**config.mk**
```make
export PLATFORM = sky130hd
export DESIGN_NAME = playback_channel_block_sequencer
export DESIGN_NICKNAME = d
export VERILOG_FILES = /design/src/rtl/pbs_pkg.sv /design/src/rtl/playback_channel_block_sequencer.sv
export SDC_FILE = /design/constraint.sdc
export NUM_CORES = 1
export LEC_CHECK = 0
export BUFFER_PORTS_ARGS = -buffer_cell sky130_fd_sc_hd__buf_4
export CORE_MARGIN = 5
export CORE_UTILIZATION = 47
export DETAILED_ROUTE_END_ITERATION = 8
export MAX_ROUTING_LAYER = met4
export SLEW_MARGIN = 30
export SYNTH_ARGS = -nofsm -noshare
export SYNTH_HDL_FRONTEND = slang
export SYNTH_SLANG_ARGS = --single-unit
```
**constraint.sdc**
```tcl
create_clock -name clk_i -period 6.4 [get_ports clk_i]
set_input_delay 0.32 -clock clk_i [delete_from_list [all_inputs] [get_ports clk_i]]
set_output_delay 0.32 -clock clk_i [all_outputs]
set_load 0.005 [all_outputs]
```
**src/rtl/pbs_pkg.sv**
```systemverilog
// Package for the playback channel block sequencer.
// Holds the sizes, command and status codes and widths. No dependencies.
package pbs_pkg;

  localparam int unsigned NUM_CHANNELS = 4;
  localparam int unsigned BLOCK_SIZE   = 4096;

  localparam int unsigned CH_W   = 2;
  localparam int unsigned ADDR_W = 32;
  localparam int unsigned POS_W  = ADDR_W + 1;
  localparam int unsigned LEN_W  = 13;

  localparam logic [POS_W-1:0] BLOCK_SIZE_POS = POS_W'(BLOCK_SIZE);

  typedef enum logic {
    CMD_START = 1'b0,
    CMD_READY = 1'b1
  } cmd_e;

  typedef enum logic [1:0] {
    STAT_ISSUED     = 2'd0,
    STAT_NO_FREE    = 2'd1,
    STAT_NOT_ACTIVE = 2'd2
  } status_e;

  typedef logic [NUM_CHANNELS-1:0] ch_mask_t;

endpackage

```
**src/rtl/playback_channel_block_sequencer.sv**
```systemverilog
// Top level of the playback channel block sequencer.
// Depends on pbs_pkg for sizes, command codes and status codes.
//
//   Channel   Direction  Handshake               Payload
//   request   in         start_i, busy_o         cmd_i, channel_i, start_offset_i,
//                                                region_length_i
//   result    out        done_o (one-cycle)      status_o, out_channel_o,
//                                                buffer_select_o, block_length_o,
//                                                final_blk_o
//
// A request transaction is taken at every clock edge at which start_i is high;
// busy_o stays low, so one request can enter in every cycle.
// Each request gives exactly one result transaction, passing first through the
// request register and then through the result register.
// The channel table is read from the request register and written with the result
// register, so a request sees everything that the request before it has changed.
// Reset clears the busy bits and the valid flags of both registers; the
// per-channel position, end and buffer entries are written on each issued block.
// The receiver cannot stall, so done_o is a strobe that holds for one cycle.
module playback_channel_block_sequencer
  import pbs_pkg::*;
(
  input  logic              clk_i,
  input  logic              rst_ni,
  input  logic              start_i,
  output logic              busy_o,
  input  logic              cmd_i,
  input  logic [CH_W-1:0]   channel_i,
  input  logic [ADDR_W-1:0] start_offset_i,
  input  logic [ADDR_W-1:0] region_length_i,
  output logic              done_o,
  output logic [1:0]        status_o,
  output logic [CH_W-1:0]   out_channel_o,
  output logic              buffer_select_o,
  output logic [LEN_W-1:0]  block_length_o,
  output logic              final_blk_o
);

  // Request register.
  logic              req_vld_q;
  cmd_e              cmd_q;
  logic [CH_W-1:0]   ch_q;
  logic [ADDR_W-1:0] off_q;
  logic [ADDR_W-1:0] len_q;

  // Channel table. Busy bits are reset; the rest is written on each issued block.
  ch_mask_t          busy_q, busy_d;
  logic [POS_W-1:0]  pos_q [NUM_CHANNELS];
  logic [POS_W-1:0]  end_q [NUM_CHANNELS];
  logic              tog_q [NUM_CHANNELS];

  // Result register.
  logic              done_q;
  status_e           status_q, status_d;
  logic [CH_W-1:0]   och_q, och_d;
  logic              bsel_q, bsel_d;
  logic [LEN_W-1:0]  blen_q, blen_d;
  logic              last_q, last_d;

  // Working signals.
  logic              free_found;
  logic [CH_W-1:0]   free_idx;
  logic              is_start;
  logic              active;
  logic [CH_W-1:0]   sel_ch;
  logic [POS_W-1:0]  pos_cur;
  logic [POS_W-1:0]  end_cur;
  logic              tog_cur;
  logic [POS_W-1:0]  rem;
  logic              is_last;
  logic              do_issue;
  ch_mask_t          sel_mask;

  assign busy_o = 1'b0;

  always_ff @(posedge clk_i or negedge rst_ni) begin
    if (!rst_ni) begin
      req_vld_q <= 1'b0;
    end else begin
      req_vld_q <= start_i;
    end
  end

  always_ff @(posedge clk_i) begin
    if (start_i) begin
      cmd_q <= cmd_e'(cmd_i);
      ch_q  <= channel_i;
      off_q <= start_offset_i;
      len_q <= region_length_i;
    end
  end

  // Lowest free channel: scan from the top so that the lowest index wins.
  always_comb begin
    free_found = 1'b0;
    free_idx   = '0;
    for (int i = NUM_CHANNELS - 1; i >= 0; i--) begin
      if (!busy_q[i]) begin
        free_found = 1'b1;
        free_idx   = CH_W'(i);
      end
    end
  end

  assign is_start = (cmd_q == CMD_START);
  assign sel_ch   = is_start ? free_idx : ch_q;

  // A ready request needs a channel that exists and is playing.
  always_comb begin
    if (is_start) begin
      active = free_found;
    end else begin
      active = (32'(ch_q) < NUM_CHANNELS) && busy_q[ch_q];
    end
  end

  // On a start the region is taken straight from the request, so the
  // remaining length is simply the region length.
  always_comb begin
    if (is_start) begin
      pos_cur = {1'b0, off_q};
      end_cur = {1'b0, off_q} + {1'b0, len_q};
      tog_cur = 1'b0;
      rem     = {1'b0, len_q};
    end else begin
      pos_cur = pos_q[ch_q];
      end_cur = end_q[ch_q];
      tog_cur = tog_q[ch_q];
      rem     = (end_q[ch_q] >= pos_q[ch_q]) ? (end_q[ch_q] - pos_q[ch_q]) : '0;
    end
  end

  assign is_last  = (rem <= BLOCK_SIZE_POS);
  assign do_issue = req_vld_q && active;

  always_comb begin
    sel_mask         = '0;
    sel_mask[sel_ch] = 1'b1;
  end

  // Busy bit is set by a start and cleared by the final block; an empty
  // region does both in one step and leaves the channel free.
  always_comb begin
    busy_d = busy_q;
    if (do_issue) begin
      if (is_start) begin
        busy_d = busy_d | sel_mask;
      end
      if (is_last) begin
        busy_d = busy_d & ~sel_mask;
      end
    end
  end

  always_ff @(posedge clk_i or negedge rst_ni) begin
    if (!rst_ni) begin
      busy_q <= '0;
    end else begin
      busy_q <= busy_d;
    end
  end

  always_ff @(posedge clk_i) begin
    if (do_issue) begin
      pos_q[sel_ch] <= pos_cur + BLOCK_SIZE_POS;
      end_q[sel_ch] <= end_cur;
      tog_q[sel_ch] <= ~tog_cur;
    end
  end

  always_comb begin
    status_d = STAT_ISSUED;
    och_d    = sel_ch;
    bsel_d   = tog_cur;
    blen_d   = is_last ? rem[LEN_W-1:0] : BLOCK_SIZE_POS[LEN_W-1:0];
    last_d   = is_last;
    if (!active) begin
      bsel_d = 1'b0;
      blen_d = '0;
      last_d = 1'b0;
      if (is_start) begin
        status_d = STAT_NO_FREE;
        och_d    = '0;
      end else begin
        status_d = STAT_NOT_ACTIVE;
        och_d    = ch_q;
      end
    end
  end

  always_ff @(posedge clk_i or negedge rst_ni) begin
    if (!rst_ni) begin
      done_q <= 1'b0;
    end else begin
      done_q <= req_vld_q;
    end
  end

  always_ff @(posedge clk_i) begin
    if (req_vld_q) begin
      status_q <= status_d;
      och_q    <= och_d;
      bsel_q   <= bsel_d;
      blen_q   <= blen_d;
      last_q   <= last_d;
    end
  end

  assign done_o          = done_q;
  assign status_o        = status_q;
  assign out_channel_o   = och_q;
  assign buffer_select_o = bsel_q;
  assign block_length_o  = blen_q;
  assign final_blk_o     = last_q;

`ifndef SYNTHESIS
  // Every accepted request produces a result after the request and result registers.
  a_result_follows: assert property (@(posedge clk_i) disable iff (!rst_ni)
    start_i |=> ##1 done_o)
    else $error("request without result");

  // A final block leaves its channel free.
  a_last_frees: assert property (@(posedge clk_i) disable iff (!rst_ni)
    (done_o && final_blk_o) |-> !busy_q[out_channel_o])
    else $error("channel still busy after final block");

  // A refused request carries no block.
  a_refused_empty: assert property (@(posedge clk_i) disable iff (!rst_ni)
    (done_o && (status_o != STAT_ISSUED)) |-> (block_length_o == '0 && !final_blk_o))
    else $error("refused request carries a block");

  // Blocks never exceed the block size.
  a_len_bound: assert property (@(posedge clk_i) disable iff (!rst_ni)
    done_o |-> (block_length_o <= BLOCK_SIZE_POS[LEN_W-1:0]))
    else $error("block length above block size");
`endif

endmodule
```
==> impl_metrics.yaml <==
status:
  status: "complete, no violations"
clock_network:
  clock-sinks: 362
  clock_latency_ps: 560
  clock_path_buffers: 3
  cts_resized: 0
  postCtsHoldBufs: 68
  post-cts-setup-buffer-count: 0
  cts_max_level: 2
  cts_tree: "done"
  root_buffer: "clkbuf_16"
  numCtsBuffers: 41
  cts.clk_slew.worst_paths_ps: 50
final_layout:
  ff_latch_area_um2: 10800
  nets: 1631
  final_common_cell: "edfxtp_1"
  fillers: 3124
  synthToLayoutAreaGrowth_pct: 17.0
  drive_gt1_frac: 0.182
  final_cell_mix: "edfxtp_1, buf_4, nand2_1"
  multi_input_area_um2: 6820
sta:
  setup_viol: 0
  worst_pin_slew_ps: 879
  skew_ps: 23.0
  fmax_ghz: 0.183
  finalHoldViolations: 0
  setup-tns-final_ps: 0
  max_slew_margin: 0.414
  holdWs_ps: 122
  rsz0062_at_grt: "false"
  fin_crit_ps: 5450
  timing.final.crit_share: 0.852
  final_max_slew_viol_count: 0
logic_synthesis:
  syn-instance-count: 1330
  synth_edf_count: 354
  netlist_area_um2: 18200
  yosysSeqAreaShare: 0.595
  synth_area_per_cell_um2: 13.7
  synthFlopType: "edfxtp_1"
  ys_warn_count: 0
  ys_ff_latch: 362
  synth_nets: 1468
  synth_cell_type_count: 85
  async_reset_ff_frac: 0.0166
global_routing:
  grt_pass1_vias: 11900
  grt_max_degree: 71
  grt_pass1_wl_um: 71400
  gr-total-overflow: 0
  grt_usage: 0.228
  antenna_found_initial: 2
route:
  routed_wl_um: 47200
  drtIter0Drc: 828
  vias: 12100
  via_per_inst: 5.91
  drc: 0
  dr.pass1.iters: 6
  antenna_left: 0
  wl_per_cell_um: 23.1
floorplanning:
  die_w_um: 207
  core_area_um2: 38500
  initial_core_util: 0.473
  die_area_um2: 42700
  io-pin-count: 91
  row_count: 72
  fp.dieH_um: 207
setup_path:
  critPathLaunchType: "register"
  cp_max_fo: 25
  crit_required_ps: 6780
  r2r_setup_slack_ps: 950
  criticalPathCategory: "register to register"
  worstSetupEndpointType: "register"
  cp.arrival_ps: 5840
flow_run:
  max-cap-violations: 0
placement:
  portBuffers: 89
  gp_congestion: 0.896
  hpwl_um: 32600
pwr:
  power_density_nw_per_um2: 370
  p_leak_uw: 0.00765
  peakVddDrop_mv: 0.265
hold_path:
  hold_class: "primary input to async pin"
==> critical path: stages, from the launching register on <==
cell	delay, ps
dfxtp_4	700
buf_4	450
mux4_2	610
inv_1	130
ha_1	360
a21oi_1	280
o21ai_0	320
a221o_1	430
or2_0	200
a31oi_1	160
o211ai_1	100
or4_1	470
o211a_1	250
or4_4	620
a21oi_1	190
==> cell usage after synthesis, types with 7 or more instances <==
cell type,instances,share of area
edfxtp_1,354,0.58
nand2_1,96,0.020
a21oi_1,85,0.023
nor2_1,73,0.015
inv_1,70,0.014
mux4_2,68,0.084
ha_1,66,0.045
o21ai_0,56,0.015
xnor2_1,37,0.018
clkbuf_1,26,0.0054
nand3_1,26,0.0072
xor2_1,24,0.012
a21o_1,19,0.0078
nor3_1,19,0.0052
mux2_2,17,0.011
nand4_1,17,0.0058
o21a_1,17,0.0070
mux2i_1,15,0.0083
o31ai_1,15,0.0062
a211oi_1,13,0.0054
a31oi_1,13,0.0045
nor2b_1,9,0.0031
nand2b_1,8,0.0028
or4_1,8,0.0033
a211o_1,7,0.0034
a21oi_2,7,0.0034
nor4_1,7,0.0024
o21ai_1,7,0.0019
o21bai_1,7,0.0029
or3_1,7,0.0024
==> sequential cells by signal (all words and copies together), names as in the netlist, named ones only <==
register         cells
end_q              132
pos_q              132
len_q               32
off_q               32
block_length_o      13
busy_q               4
tog_q                4
ch_q                 2
out_channel_o        2
status_o             2
buffer_select_o      1
cmd_q                1
done_o               1
final_blk_o          1
req_vld_q            1
==> logic make-up after synthesis <==
family | Yosys count | share of synthesized area
buffers and inverters | 124 | 0.0315
XOR/XNOR | 61 | 0.0294
multiplexers | 100 | 0.103
adder cells (fa/ha/maj) | 68 | 0.0476
flip-flops | 362 | 0.595
other | 1 | 0.000206
AND/OR/NAND/NOR | 309 | 0.0829
AO/OA/AOI/OAI | 305 | 0.111
==> per-layer routing <==
layer / global-route usage / vias up / wire (um)
met4: 0.0619 / 0 / 1130
met3: 0.0575 / 77 / 3730
met2: 0.335 / 439 / 21300
li1: - / 5513 / -
met1: 0.321 / 6057 / 21100
met5: - / - / 0
==> where the power goes <==
group	leakage, uW	switching (uW)	internal (uW)	total, uW
clock	0.000591	910	1230	2140
combinational	0.00368	1550	933	2490
sequential	0.00338	141	3120	3260
total	0.00765	2600	5280	7880
==> cell type report <==
| class | instances | area share |
|---|---|---|
| diodes | 2 | 0.000235 |
| clock buffers | 56 | 0.0528 |
| clock inverters | 19 | 0.00429 |
| inverters | 70 | 0.0128 |
| multi-input cells | 844 | 0.320 |
| flip-flops and latches | 362 | 0.509 |
| well taps | 518 | 0.0304 |
| repair buffers | 174 | 0.0705 |
==> path summary, 6_finish.rpt <==
path / startpoint / end / cells after the start
hold reg to reg: busy_q[0]$_DFFE_PN0P_ / busy_q[0]$_DFFE_PN0P_ / 1
min in group clk_i: start_i / req_vld_q$_DFF_PN0_ / 1
max in group asynchronous: rst_ni / busy_q[2]$_DFFE_PN0P_ / 2
setup reg to reg: register / block_length_o[3]$_SDFFCE_PN0P_ / 14
hold / removal: rst_ni / busy_q[0]$_DFFE_PN0P_ / 2
setup / recovery: register / block_length_o[3]$_SDFFCE_PN0P_ / 14
==> per-stage QoR <==
step                      instance area, um^2  utilization  total power, uW  std cells  worst slack [ps]
final                                   21300        0.553             7880       2045               945
after global placement                  19300        0.503             5710       1899               905
after floorplan                         18200            -             4990       1330               515
after CTS                               21300        0.553             7910       2042               928
after global routing                    21300        0.553             8270       2045               533
after detailed placement                19400        0.503             5720       1899               924
No activity file was read; power rests on OpenSTA's default activity.
